--- config.mk ---
export PLATFORM = sky130hd
export DESIGN_NAME = distance_to_rssi_interpolator_core
export DESIGN_NICKNAME = d
export VERILOG_FILES = /design/src/design/dri_pkg.sv /design/src/design/dri_divider.sv /design/src/design/dri_datapath.sv /design/src/design/dri_controller.sv /design/src/design/distance_to_rssi_interpolator_core.sv
export SDC_FILE = /design/constraint.sdc
export NUM_CORES = 2
export LEC_CHECK = 0
export BUFFER_PORTS_ARGS = -buffer_cell sky130_fd_sc_hd__buf_2
export CORE_ASPECT_RATIO = 0.75
export CORE_UTILIZATION = 55
export CTS_CLUSTER_DIAMETER = 50
export DETAILED_ROUTE_END_ITERATION = 7
export PLACE_DENSITY = 0.74
export REMOVE_ABC_BUFFERS = 1
export SYNTH_ARGS = -nofsm -noshare
export SYNTH_HDL_FRONTEND = slang
export SYNTH_SLANG_ARGS = --single-unit
--- constraint.sdc ---
create_clock -name clk -period 9.3 [get_ports clk]
set_input_delay 0.93 -clock clk [delete_from_list [all_inputs] [get_ports clk]]
set_output_delay 0.93 -clock clk [all_outputs]
set_load 0.005 [all_outputs]
--- src/design/dri_pkg.sv ---
// ---------------------------------------------------------------------------
// dri_pkg: shared types and constants of the distance to strength interpolator
// Widths, region codes and the command and status structs that join the
// controller and the datapath.
// ---------------------------------------------------------------------------
package dri_pkg;

  localparam int TABLE_DEPTH = 64;
  localparam int IDX_W       = $clog2(TABLE_DEPTH);
  localparam int CNT_W       = $clog2(TABLE_DEPTH + 1);
  localparam int DIST_W      = 20;
  localparam int STR_W       = 16;
  localparam int CFG_W       = 20;
  localparam int CFG_IDX_W   = 1;
  localparam int NUM_W       = STR_W + DIST_W + 1;
  localparam int DEN_W       = DIST_W + 1;
  localparam int DIV_CNT_W   = $clog2(NUM_W + 1);

  localparam logic [STR_W-1:0] STR_MAX = {STR_W{1'b1}};

  localparam logic [CFG_IDX_W-1:0] REG_RANGE_LIMIT = 1'd0;
  localparam logic [CFG_IDX_W-1:0] REG_ENTRIES     = 1'd1;

  localparam logic REQ_LOAD  = 1'b0;
  localparam logic REQ_QUERY = 1'b1;

  typedef enum logic [1:0] {
    REGION_INSIDE  = 2'd0,
    REGION_BELOW   = 2'd1,
    REGION_EXTRAP  = 2'd2,
    REGION_CLAMPED = 2'd3
  } region_t;

  // Controller to datapath commands.
  typedef struct packed {
    logic             load;      // write a breakpoint
    logic             start;     // capture query, point read address at 0
    logic             rd_next;   // advance read address
    logic             seg_check; // set up interpolation over registered pair
    logic             extrap;    // set up extrapolation from last entry
    logic             div_start; // launch the divider
    logic             finish;    // form the result from the quotient
  } dp_cmd_t;

  // Datapath to controller status.
  typedef struct packed {
    logic             below;     // query below the first breakpoint
    logic             hit;       // query falls inside the checked segment
    logic             equal;     // range limit equals last distance
    logic             div_done;
  } dp_sts_t;

endpackage

--- src/design/dri_divider.sv ---
// ---------------------------------------------------------------------------
// dri_divider: unsigned restoring divider
// One quotient bit per cycle.
// ---------------------------------------------------------------------------
module dri_divider (
  input  logic                        clk,
  input  logic                        rst_n,
  input  logic                        start,
  input  logic [dri_pkg::NUM_W-1:0]   num,
  input  logic [dri_pkg::DEN_W-1:0]   den,
  output logic                        done,
  output logic [dri_pkg::NUM_W-1:0]   quot
);

  logic [dri_pkg::NUM_W-1:0]     q_r, q_nxt;
  logic [dri_pkg::DEN_W:0]       rem_r, rem_nxt;
  logic [dri_pkg::DEN_W-1:0]     den_r, den_nxt;
  logic [dri_pkg::DIV_CNT_W-1:0] cnt_r, cnt_nxt;
  logic                          busy_r, busy_nxt;
  logic                          done_r, done_nxt;
  logic [dri_pkg::DEN_W:0]       trial;

  always_comb begin
    q_nxt    = q_r;
    rem_nxt  = rem_r;
    den_nxt  = den_r;
    cnt_nxt  = cnt_r;
    busy_nxt = busy_r;
    done_nxt = 1'b0;
    trial    = {rem_r[dri_pkg::DEN_W-1:0], q_r[dri_pkg::NUM_W-1]};
    if (start) begin
      q_nxt    = num;
      rem_nxt  = '0;
      den_nxt  = den;
      cnt_nxt  = dri_pkg::DIV_CNT_W'(dri_pkg::NUM_W);
      busy_nxt = 1'b1;
    end else if (busy_r) begin
      if (trial >= {1'b0, den_r}) begin
        rem_nxt = trial - {1'b0, den_r};
        q_nxt   = {q_r[dri_pkg::NUM_W-2:0], 1'b1};
      end else begin
        rem_nxt = trial;
        q_nxt   = {q_r[dri_pkg::NUM_W-2:0], 1'b0};
      end
      cnt_nxt = cnt_r - 1'b1;
      if (cnt_r == dri_pkg::DIV_CNT_W'(1)) begin
        busy_nxt = 1'b0;
        done_nxt = 1'b1;
      end
    end
  end

  always_ff @(posedge clk) begin
    if (!rst_n) begin
      busy_r <= 1'b0;
      done_r <= 1'b0;
      cnt_r  <= '0;
    end else begin
      busy_r <= busy_nxt;
      done_r <= done_nxt;
      cnt_r  <= cnt_nxt;
    end
    q_r   <= q_nxt;
    rem_r <= rem_nxt;
    den_r <= den_nxt;
  end

  assign done = done_r;
  assign quot = q_r;

endmodule

--- src/design/dri_datapath.sv ---
// ---------------------------------------------------------------------------
// dri_datapath: breakpoint memory, segment compare and result arithmetic
// Holds the table in a memory with one registered read port, walks it one
// entry a cycle under controller command, and forms the output value.
// ---------------------------------------------------------------------------
module dri_datapath (
  input  logic                         clk,
  input  logic                         rst_n,
  input  dri_pkg::dp_cmd_t             cmd,
  input  logic [dri_pkg::IDX_W-1:0]    wr_idx,
  input  logic [dri_pkg::DIST_W-1:0]   wr_dist,
  input  logic [dri_pkg::STR_W-1:0]    wr_str,
  input  logic [dri_pkg::DIST_W-1:0]   query,
  input  logic [dri_pkg::DIST_W-1:0]   range_limit,
  input  logic [dri_pkg::IDX_W-1:0]    last_idx,
  output dri_pkg::dp_sts_t             sts,
  output logic [dri_pkg::STR_W-1:0]    res_strength,
  output dri_pkg::region_t             res_region
);

  logic [dri_pkg::DIST_W-1:0] mem_d [dri_pkg::TABLE_DEPTH];
  logic [dri_pkg::STR_W-1:0]  mem_s [dri_pkg::TABLE_DEPTH];

  logic [dri_pkg::IDX_W-1:0]  rd_addr_r, rd_addr_nxt;
  logic [dri_pkg::DIST_W-1:0] rd_d_r, prev_d_r;
  logic [dri_pkg::STR_W-1:0]  rd_s_r, prev_s_r;
  logic [dri_pkg::DIST_W-1:0] q_r;
  logic [dri_pkg::STR_W-1:0]  sa_r;
  logic                       neg_r, ext_r;
  logic [dri_pkg::NUM_W-1:0]  num_r;
  logic [dri_pkg::DEN_W-1:0]  den_r;
  logic                       div_done;
  logic [dri_pkg::NUM_W-1:0]  quot;

  // Registered read; prev keeps the entry before the current one.
  always_comb begin
    rd_addr_nxt = rd_addr_r;
    if (cmd.start)        rd_addr_nxt = '0;
    else if (cmd.extrap)  rd_addr_nxt = last_idx;
    else if (cmd.rd_next) rd_addr_nxt = rd_addr_r + 1'b1;
  end

  always_ff @(posedge clk) begin
    if (cmd.load) begin
      mem_d[wr_idx] <= wr_dist;
      mem_s[wr_idx] <= wr_str;
    end
    rd_d_r   <= mem_d[rd_addr_nxt];
    rd_s_r   <= mem_s[rd_addr_nxt];
    prev_d_r <= rd_d_r;
    prev_s_r <= rd_s_r;
    if (cmd.start) q_r <= query;
  end

  always_ff @(posedge clk) begin
    if (!rst_n) rd_addr_r <= '0;
    else        rd_addr_r <= rd_addr_nxt;
  end

  assign sts.below = q_r < rd_d_r;
  assign sts.hit   = (q_r >= prev_d_r) && (q_r < rd_d_r);
  assign sts.equal = range_limit == rd_d_r;

  // Operand setup: magnitudes of the product and divisor plus the sign.
  logic [dri_pkg::STR_W:0]    ds;
  logic [dri_pkg::DIST_W:0]   dd;
  logic [dri_pkg::DIST_W:0]   den_e;
  logic                       s_neg, d_neg, r_neg;
  logic [dri_pkg::STR_W-1:0]  ds_mag;
  logic [dri_pkg::DIST_W-1:0] dd_mag, den_mag;

  always_comb begin
    if (cmd.seg_check) begin
      ds    = {1'b0, prev_s_r} - {1'b0, rd_s_r};
      dd    = {1'b0, q_r} - {1'b0, prev_d_r};
      den_e = {1'b0, rd_d_r} - {1'b0, prev_d_r};
    end else begin
      ds    = {1'b0, rd_s_r};
      dd    = {1'b0, q_r} - {1'b0, rd_d_r};
      den_e = {1'b0, range_limit} - {1'b0, rd_d_r};
    end
    s_neg   = ds[dri_pkg::STR_W];
    d_neg   = dd[dri_pkg::DIST_W];
    r_neg   = den_e[dri_pkg::DIST_W];
    ds_mag  = s_neg ? dri_pkg::STR_W'(-ds) : ds[dri_pkg::STR_W-1:0];
    dd_mag  = d_neg ? dri_pkg::DIST_W'(-dd) : dd[dri_pkg::DIST_W-1:0];
    den_mag = r_neg ? dri_pkg::DIST_W'(-den_e) : den_e[dri_pkg::DIST_W-1:0];
  end

  always_ff @(posedge clk) begin
    if (cmd.seg_check || cmd.extrap) begin
      num_r <= dri_pkg::NUM_W'(ds_mag) * dri_pkg::NUM_W'(dd_mag);
      den_r <= {1'b0, den_mag};
      neg_r <= s_neg ^ d_neg ^ r_neg;
      sa_r  <= cmd.seg_check ? prev_s_r : rd_s_r;
      ext_r <= cmd.extrap;
    end
  end

  dri_divider u_div (
    .clk   (clk),
    .rst_n (rst_n),
    .start (cmd.div_start),
    .num   (num_r),
    .den   (den_r),
    .done  (div_done),
    .quot  (quot)
  );

  assign sts.div_done = div_done;

  // val = sa - q with q signed by neg_r.
  logic [dri_pkg::NUM_W+1:0] val;
  always_comb begin
    if (neg_r) val = {2'b0, quot} + (dri_pkg::NUM_W+2)'(sa_r);
    else       val = (dri_pkg::NUM_W+2)'(sa_r) - {2'b0, quot};
  end

  always_ff @(posedge clk) begin
    if (cmd.finish) begin
      if (val[dri_pkg::NUM_W+1]) begin
        res_strength <= '0;
        res_region   <= ext_r ? dri_pkg::REGION_CLAMPED : dri_pkg::REGION_INSIDE;
      end else begin
        res_strength <= (val > (dri_pkg::NUM_W+2)'(dri_pkg::STR_MAX)) ? dri_pkg::STR_MAX
                        : val[dri_pkg::STR_W-1:0];
        res_region   <= ext_r ? dri_pkg::REGION_EXTRAP : dri_pkg::REGION_INSIDE;
      end
    end
  end

endmodule

--- src/design/dri_controller.sv ---
// ---------------------------------------------------------------------------
// dri_controller: request sequencer
// Takes requests, steps the table walk, launches the divider and holds
// the result in an output register until it is taken.
// ---------------------------------------------------------------------------
module dri_controller (
  input  logic                        clk,
  input  logic                        rst_n,
  input  logic                        req_valid,
  input  logic                        req_type,
  output logic                        req_ready,
  output logic                        res_valid,
  input  logic                        res_ready,
  input  logic [dri_pkg::CNT_W-1:0]   n_used,
  input  dri_pkg::dp_sts_t            sts,
  input  logic [dri_pkg::STR_W-1:0]   dp_strength,
  input  dri_pkg::region_t            dp_region,
  output dri_pkg::dp_cmd_t            cmd,
  output logic [dri_pkg::STR_W-1:0]   out_strength,
  output dri_pkg::region_t            out_region
);

  typedef enum logic [6:0] {
    S_IDLE  = 7'b0000001,
    S_FIRST = 7'b0000010,
    S_CHK0  = 7'b0000100,
    S_WALK  = 7'b0001000,
    S_EXT   = 7'b0010000,
    S_DIV   = 7'b0100000,
    S_FIN   = 7'b1000000
  } state_t;

  state_t                    state_r, state_nxt;
  logic [dri_pkg::CNT_W-1:0] i_r, i_nxt;
  logic                      ov_r, ov_nxt;
  logic                      early_r, early_nxt;
  dri_pkg::region_t          early_reg_r, early_reg_nxt;
  logic [dri_pkg::STR_W-1:0] early_str_r, early_str_nxt;
  logic                      fin_d_r;
  logic [dri_pkg::STR_W-1:0] ostr_r, ostr_nxt;
  dri_pkg::region_t          oreg_r, oreg_nxt;
  logic                      accept;

  // The cycle after finish still moves the result into the output register.
  assign req_ready = (state_r == S_IDLE) && !ov_r && !fin_d_r;
  assign accept    = req_valid && req_ready;

  always_comb begin
    state_nxt     = state_r;
    i_nxt         = i_r;
    early_nxt     = early_r;
    early_reg_nxt = early_reg_r;
    early_str_nxt = early_str_r;
    cmd           = '0;
    unique case (state_r)
      S_IDLE: begin
        if (accept) begin
          if (req_type == dri_pkg::REQ_LOAD) begin
            cmd.load = 1'b1;
          end else begin
            cmd.start = 1'b1;
            early_nxt = 1'b0;
            state_nxt = S_FIRST;
          end
        end
      end
      // Read address stays on entry 0, so the next cycle still sees it.
      S_FIRST: begin
        i_nxt       = dri_pkg::CNT_W'(1);
        state_nxt   = S_CHK0;
      end
      S_CHK0: begin
        if (sts.below) begin
          early_nxt     = 1'b1;
          early_str_nxt = dri_pkg::STR_MAX;
          early_reg_nxt = dri_pkg::REGION_BELOW;
          state_nxt     = S_FIN;
        end else if (i_r >= n_used) begin
          cmd.extrap = 1'b1;
          state_nxt  = S_EXT;
        end else begin
          cmd.rd_next = 1'b1;
          state_nxt   = S_WALK;
        end
      end
      // Registered pair is entries i-1 and i.
      S_WALK: begin
        if (sts.hit) begin
          cmd.seg_check = 1'b1;
          state_nxt     = S_DIV;
        end else if (i_r + 1'b1 >= n_used) begin
          cmd.extrap = 1'b1;
          state_nxt  = S_EXT;
        end else begin
          cmd.rd_next = 1'b1;
          i_nxt       = i_r + 1'b1;
        end
      end
      // The last entry read is registered on entry to this state.
      S_EXT: begin
        if (sts.equal) begin
          early_nxt     = 1'b1;
          early_str_nxt = '0;
          early_reg_nxt = dri_pkg::REGION_CLAMPED;
          state_nxt     = S_FIN;
        end else begin
          cmd.extrap = 1'b1;
          state_nxt  = S_DIV;
        end
      end
      S_DIV: begin
        cmd.div_start = 1'b1;
        state_nxt     = S_FIN;
      end
      S_FIN: begin
        if (early_r) begin
          state_nxt = S_IDLE;
        end else if (sts.div_done) begin
          cmd.finish = 1'b1;
          state_nxt  = S_IDLE;
        end
      end
      default: state_nxt = S_IDLE;
    endcase
  end

  // Output register: loaded from the early path or in the cycle after finish.
  always_comb begin
    ov_nxt   = ov_r;
    ostr_nxt = ostr_r;
    oreg_nxt = oreg_r;
    if (res_valid && res_ready) ov_nxt = 1'b0;
    if (state_r == S_FIN && early_r) begin
      ov_nxt   = 1'b1;
      ostr_nxt = early_str_r;
      oreg_nxt = early_reg_r;
    end
    if (fin_d_r) begin
      ov_nxt   = 1'b1;
      ostr_nxt = dp_strength;
      oreg_nxt = dp_region;
    end
  end

  always_ff @(posedge clk) begin
    if (!rst_n) begin
      state_r <= S_IDLE;
      ov_r    <= 1'b0;
      fin_d_r <= 1'b0;
      early_r <= 1'b0;
      i_r     <= '0;
    end else begin
      state_r <= state_nxt;
      ov_r    <= ov_nxt;
      fin_d_r <= cmd.finish;
      early_r <= early_nxt;
      i_r     <= i_nxt;
    end
    early_reg_r <= early_reg_nxt;
    early_str_r <= early_str_nxt;
    ostr_r      <= ostr_nxt;
    oreg_r      <= oreg_nxt;
  end

  assign res_valid    = ov_r;
  assign out_strength = ostr_r;
  assign out_region   = oreg_r;

  a_no_accept_busy: assert property (@(posedge clk) disable iff (!rst_n)
    (state_r != S_IDLE) |-> !req_ready)
    else $error("request accepted while a query is in flight");
  a_hold_until_taken: assert property (@(posedge clk) disable iff (!rst_n)
    (res_valid && !res_ready) |=> (res_valid && $stable(out_strength)))
    else $error("result changed while waiting");
  a_fin_to_out: assert property (@(posedge clk) disable iff (!rst_n)
    cmd.finish |=> ##1 res_valid)
    else $error("finished query did not reach the output");

endmodule

--- src/design/distance_to_rssi_interpolator_core.sv ---
// ---------------------------------------------------------------------------
// distance_to_rssi_interpolator_core: piecewise linear distance to strength
// Loads breakpoints into a table and converts query distances by a linear
// segment search and an interpolation through an iterative divider.
// ---------------------------------------------------------------------------
//  channel | direction | content
//  in_     | slave     | tdata = entry_index, entry_distance, entry_strength,
//          |           |         query_distance; tuser = req_type
//  out_    | master     | tdata = strength, region
//  cfg_    | write     | 0 range_limit, 1 entries_in_use
//
// A load request writes one table entry. A query walks the breakpoints, one
// memory read per cycle, until its segment is found, then runs the 37-step
// one-bit-per-cycle divider and passes through the two result register stages.
// Reset is synchronous and active low; the table contents are undefined
// until loaded. While a result waits in the output register, no new request
// is taken; the block works on one request at a time.
module distance_to_rssi_interpolator_core (
  input  logic        clk,
  input  logic        rst_n,
  input  logic        in_tvalid,
  output logic        in_tready,
  // [5:0] entry_index, [25:6] entry_distance, [41:26] entry_strength,
  // [61:42] query_distance, [63:62] zero
  input  logic [63:0] in_tdata,
  // [0] req_type
  input  logic        in_tuser,
  output logic        out_tvalid,
  input  logic        out_tready,
  // [15:0] strength, [17:16] region, [23:18] zero
  output logic [23:0] out_tdata,
  input  logic        cfg_we,
  input  logic [dri_pkg::CFG_IDX_W-1:0] cfg_index,
  input  logic [dri_pkg::CFG_W-1:0]     cfg_wdata
);

  logic [dri_pkg::DIST_W-1:0] range_limit_r;
  logic [6:0]                 entries_r;
  logic [dri_pkg::CNT_W-1:0]  n_used;
  logic [dri_pkg::IDX_W-1:0]  last_idx;

  always_ff @(posedge clk) begin
    if (!rst_n) begin
      range_limit_r <= dri_pkg::DIST_W'(12800);
      entries_r     <= 7'd1;
    end else if (cfg_we) begin
      unique case (cfg_index)
        dri_pkg::REG_RANGE_LIMIT: range_limit_r <= cfg_wdata;
        dri_pkg::REG_ENTRIES:     entries_r     <= cfg_wdata[6:0];
        default: ;
      endcase
    end
  end

  // Clamp the entry count into 1..TABLE_DEPTH.
  always_comb begin
    if (entries_r == 7'd0) n_used = dri_pkg::CNT_W'(1);
    else if (entries_r > 7'(dri_pkg::TABLE_DEPTH)) n_used = dri_pkg::CNT_W'(dri_pkg::TABLE_DEPTH);
    else n_used = dri_pkg::CNT_W'(entries_r);
  end
  assign last_idx = dri_pkg::IDX_W'(n_used - 1'b1);

  dri_pkg::dp_cmd_t  cmd;
  dri_pkg::dp_sts_t  sts;
  logic [dri_pkg::STR_W-1:0] dp_str, o_str;
  dri_pkg::region_t  dp_reg, o_reg;

  dri_controller u_ctrl (
    .clk          (clk),
    .rst_n        (rst_n),
    .req_valid    (in_tvalid),
    .req_type     (in_tuser),
    .req_ready    (in_tready),
    .res_valid    (out_tvalid),
    .res_ready    (out_tready),
    .n_used       (n_used),
    .sts          (sts),
    .dp_strength  (dp_str),
    .dp_region    (dp_reg),
    .cmd          (cmd),
    .out_strength (o_str),
    .out_region   (o_reg)
  );

  dri_datapath u_dp (
    .clk          (clk),
    .rst_n        (rst_n),
    .cmd          (cmd),
    .wr_idx       (in_tdata[5:0]),
    .wr_dist      (in_tdata[25:6]),
    .wr_str       (in_tdata[41:26]),
    .query        (in_tdata[61:42]),
    .range_limit  (range_limit_r),
    .last_idx     (last_idx),
    .sts          (sts),
    .res_strength (dp_str),
    .res_region   (dp_reg)
  );

  assign out_tdata = {6'd0, o_reg, o_str};

endmodule
==> out/summary.txt <==
LAYOUT
-------------------------------------------------------------------------------
Ratio of cells with drive above 1 in the final layout                    15.91%
Final #Nets                                                              10.33k
Number of inserted filler cells in the final layout                      15.58k
Post-route cell area                                               138,500 um^2
Area taken by multi-input logic gates                               40,510 um^2
Synthesis-to-finish area growth                                          14.94%
Register cell area after layout                                     77,880 um^2

GLOBAL ROUTING
-------------------------------------------------------------------------------
Via count of the first global-routing pass                               78.07k
Total global routing track utilization                                   32.08%
Initial antenna violation count                                              31
Grt total ovfl                                                                0
Wire length of the first global-routing pass                           519.6 mm
Maximum number of pins on one net before global-route repair                157

SETUP PATH
-------------------------------------------------------------------------------
Stage delay of the slowest cell on the critical path                    0.64 ns
Class of the most critical setup path                                reg -> reg
Worst setup path startpoint                                         u_dp.q_r[1]
Critical path buffer and inverter count                                       6
Data required time of the critical path                                 9.92 ns
R2r startpoint                                                      u_dp.q_r[1]
Kind of start point of the critical path                              flip-flop
Setup slack on the worst flop-to-flop path                             -0.62 ns
Most prevalent standard cell on the critical path                  sky130_fd_sc_hd__fa_1
Worst-path maximum fanout                                                     5
Kind of end point of the critical path                                flip-flop
Worst endpoint data arrival time                                       10.54 ns
CP top delay family                                                 adder cells
Critical-path cell with the highest stage delay                    sky130_fd_sc_hd__or4_4

CTS
-------------------------------------------------------------------------------
Later-pin clock latency in the skew report                              0.91 ns
Cts bufs inserted                                                           249
CTS sink count                                                            2,644
CTS max path bufs                                                             4
Clk Tree Root Cell                                                 sky130_fd_sc_hd__clkbuf_16
CTS tree                                                                    yes
Number of H-tree branching levels                                             4
CTS hold repair buffers                                                       0
Clock transition at the registers of the reported paths                 0.07 ns

LOGIC SYNTHESIS
-------------------------------------------------------------------------------
Number of flops mapped to enable cells by yosys                           2,493
Sequential share of the synthesized area                                 64.66%
Synth Instances                                                           9,051
Synth warn                                                                    0
Post-synth cell types                                                       100
Top flip-flop cell by instance count after synthesis               sky130_fd_sc_hd__edfxtp_1
Register bit total from synthesis                                         2,644
Post-Synthesis Mean Instance Area                                    13.31 um^2
Netlist Area Pre-Place                                             120,500 um^2
Fraction of registers with async set/reset                                   0%

TIMING
-------------------------------------------------------------------------------
Minimum hold slack                                                    0.2042 ns
Time the worst path needs with I/O delays and setup                    9.920 ns
Relative slew margins                                                    10.06%
Post-route clock period utilization                                      106.7%
FMAX                                                                  100.8 MHz
Unrepaired setup endpoints after global routing                            true
Setup violation total in the final timing report                             10
Worst clock skew on the final layout                                 0.06991 ns
Hold Fails Final Rpt                                                          0
Slew @ Worst Pin                                                       1.349 ns
Aggregate negative setup slack                                        -3.419 ns
Worst Setup Slack, final                                             -0.6202 ns
Max Slew Vio Count                                                            0

FLOORPLAN
-------------------------------------------------------------------------------
I/O pin count                                                               117
Initial core utilization                                                 55.46%
Placeable core region                                              217,200 um^2
Floorplan die area                                                 220,900 um^2
Die X                                                                  542.4 um
Number of rows in the core area                                             148
Die H                                                                  407.3 um

POWER
-------------------------------------------------------------------------------
Switching component of the power                                       14.20 mW
Flop pwr share                                                            31.4%
Combinational power share                                                 44.9%
Switching share of total power                                           32.49%
Standby leakage power                                                  48.78 nW
Ratio of total power to cell area                                  315.7 nW/um^2
Max VDD drop                                                         0.001813 V
Part of the total power dissipated in the clock network                   23.6%
Internal Power                                                         29.51 mW

PLACEMENT
-------------------------------------------------------------------------------
Total cell area at the placement stage                             128,900 um^2
Post-placement worst setup slack                                      -1.206 ns
Routability cong.                                                        0.9643
PortBufs                                                                    108
HPWL after detailed placement                                          227.2 mm

ROUTING
-------------------------------------------------------------------------------
Number of DRC violations after detailed-routing iteration 0              11.49k
Antenna viol nets, final                                                      0
Routed wirelength normalized by instance count                         27.94 um
Detailed-routing iteration count for the pre-antenna-repair pass              8
Overall routed net length                                              358.6 mm
Count of unresolved DRC violations after routing                              0
Number of vias per cell after detailed routing                            6.296
Via count                                                                80.82k

JOB
-------------------------------------------------------------------------------
# Max-Cap Violations                                                          0

HOLD PATH
-------------------------------------------------------------------------------
Worst min-delay path class                                            in -> reg
Startpoint of the lowest-slack hold path                           in_tdata[43]

OUTCOME
-------------------------------------------------------------------------------
Run status                                                         complete, but fails checks
Violations in the final reports                                    negative setup slack

==> worst paths after layout <==
path,end,cells after the start
worst max-delay path,u_dp.num_r[34],36
worst min-delay path,u_dp.q_r[1],1
worst max register to register,u_dp.num_r[34],36
worst min register to register,u_dp.prev_s_r[6],0
==> layer usage <==
metal | routed length [um] | vias to the layer above | global-route usage [%]
met4 | 12280 | 24 | 10.07
met5 | 159 | - | 0
met1 | 146600 | 40110 | 48.62
met3 | 47630 | 750 | 7.315
li1 | - | 34610 | -
met2 | 152000 | 5327 | 46.00
==> synthesized netlist by cell type, types with 10 or more instances <==
cell                       instances  area share (%)
sky130_fd_sc_hd__o31a_1           11           0.080
sky130_fd_sc_hd__fa_1            258             4.3
sky130_fd_sc_hd__nor2b_1          33            0.17
sky130_fd_sc_hd__o21ai_0         148            0.61
sky130_fd_sc_hd__o21bai_1         20            0.12
sky130_fd_sc_hd__or2_2            17           0.088
sky130_fd_sc_hd__nand3b_1         10           0.062
sky130_fd_sc_hd__nor4_1          138            0.72
sky130_fd_sc_hd__xnor2_1         144             1.0
sky130_fd_sc_hd__clkbuf_1        268            0.84
sky130_fd_sc_hd__mux2i_1         492             4.1
sky130_fd_sc_hd__o22ai_1         311             1.6
sky130_fd_sc_hd__a211oi_1         43            0.27
sky130_fd_sc_hd__a21boi_0         12           0.075
sky130_fd_sc_hd__mux2_2           10           0.093
sky130_fd_sc_hd__and2_1           63            0.33
sky130_fd_sc_hd__a31oi_1         114            0.59
sky130_fd_sc_hd__a22oi_1          47            0.29
sky130_fd_sc_hd__o31ai_1          25            0.16
sky130_fd_sc_hd__ha_1            278             2.9
sky130_fd_sc_hd__buf_1            64            0.20
sky130_fd_sc_hd__and3_1           28            0.15
sky130_fd_sc_hd__nor2_1          406             1.3
sky130_fd_sc_hd__buf_2           102            0.42
sky130_fd_sc_hd__and4_1           31            0.23
sky130_fd_sc_hd__edfxtp_1       2493              62
sky130_fd_sc_hd__nor3_1           67            0.28
sky130_fd_sc_hd__mux4_2          112             2.1
sky130_fd_sc_hd__dfxtp_1         151             2.5
sky130_fd_sc_hd__inv_1           434             1.4
sky130_fd_sc_hd__nand3_1         123            0.51
sky130_fd_sc_hd__nand2b_1         56            0.29
sky130_fd_sc_hd__a21oi_1         558             2.3
sky130_fd_sc_hd__nand4_1          30            0.16
sky130_fd_sc_hd__xor2_1           83            0.60
sky130_fd_sc_hd__or3_1            25            0.13
sky130_fd_sc_hd__a21o_1           65            0.41
sky130_fd_sc_hd__nand2_1        1548             4.8
sky130_fd_sc_hd__o211ai_1         11           0.069
sky130_fd_sc_hd__o21a_1           31            0.19
==> layout by cell type, fill, tap and decap left out, types with 253 or more instances in the layout <==
cell type,Yosys,final
sky130_fd_sc_hd__a21oi_1,558,539
sky130_fd_sc_hd__buf_4,9,671
sky130_fd_sc_hd__ha_1,278,267
sky130_fd_sc_hd__inv_1,434,429
sky130_fd_sc_hd__nor2_1,406,333
sky130_fd_sc_hd__nand2_1,1548,1529
sky130_fd_sc_hd__edfxtp_1,2493,2493
sky130_fd_sc_hd__o22ai_1,311,309
sky130_fd_sc_hd__fa_1,258,253
sky130_fd_sc_hd__mux2i_1,492,488
==> layout make-up <==
type                       instances  area share [%]
clock inverter                   151           1.177
clock buffer                     305           4.770
timing repair buffer             836           4.694
multi-input combinational       5527           29.26
tap                             2925           2.643
sequential                      2644           56.25
inverter                         440           1.194
antenna                            9         0.01627
==> stage by stage <==
stage / instances / utilization [%] / power, mW
global route: 12830 / 63.74 / 46.21
floorplan: 8611 / - / 23.05
finish: 12840 / 63.75 / 43.72
global placement: 12320 / 59.36 / 29.34
CTS: 12820 / 63.56 / 42.08
detailed placement: 12320 / 59.36 / 29.42
==> worst reg2reg max path, delay by kind of cell, from the launching register on <==
| kind | cells | cell delay (ns) |
|---|---|---|
| AO/OA/AOI/OAI | 10 | 2.52 |
| multiplexers | 1 | 0.24 |
| buffers and inverters | 6 | 0.63 |
| flip-flops | 1 | 0.45 |
| XOR/XNOR | 2 | 0.40 |
| AND/OR/NAND/NOR | 9 | 1.85 |
| adder cells (fa/ha/maj) | 8 | 3.56 |
==> power by group through the flow <==
stage | Combinational (mW) | Clock [mW] | Sequential (mW)
after CTS | 18.0 | 10.4 | 13.7
after detailed placement | 15.4 | 0 | 14.0
after global routing | 21.7 | 10.8 | 13.7
after floorplan | 9.06 | 0 | 14.0
final | 19.6 | 10.3 | 13.7
after global placement | 15.3 | 0 | 14.0
==> cell families (layout without fill, tap and decap cells) <==
kind of cell    Yosys count  after routing  share of synthesized area, %
buf+inv                 885           1732                         2.904
flops                  2644           2644                         64.66
other cells               1             15                      0.003113
mux                     614            614                         6.276
fa+ha+maj               536            536                         7.175
simple gates           2616           2616                         9.502
xor+xnor                228            228                         1.664
compound gates         1527           1527                         7.820
==> state kept, by name, indices dropped and copies added, names as in the netlist, 20 cells and up <==
name,flops
range_limit_r,20
u_dp.den_r,20
u_dp.mem_d,1280
u_dp.mem_s,1024
u_dp.num_r,36
u_dp.prev_d_r,20
u_dp.q_r,20
u_dp.rd_d_r,20
u_dp.u_div.den_r,20
u_dp.u_div.quot,37
u_dp.u_div.rem_r,21
==> timing repair <==
| item | in CTS | in global routing |
|---|---|---|
| cloned | 0 | 0 |
| pin swaps | 84 | 36 |
| resized for setup | 122 | 53 |
| hold endpoints to repair | 0 | 0 |
| setup buffers | 41 | 20 |
| endpoints found under the setup margin | 21 | 19 |
Note: power is estimated with default switching activity, not from simulation.
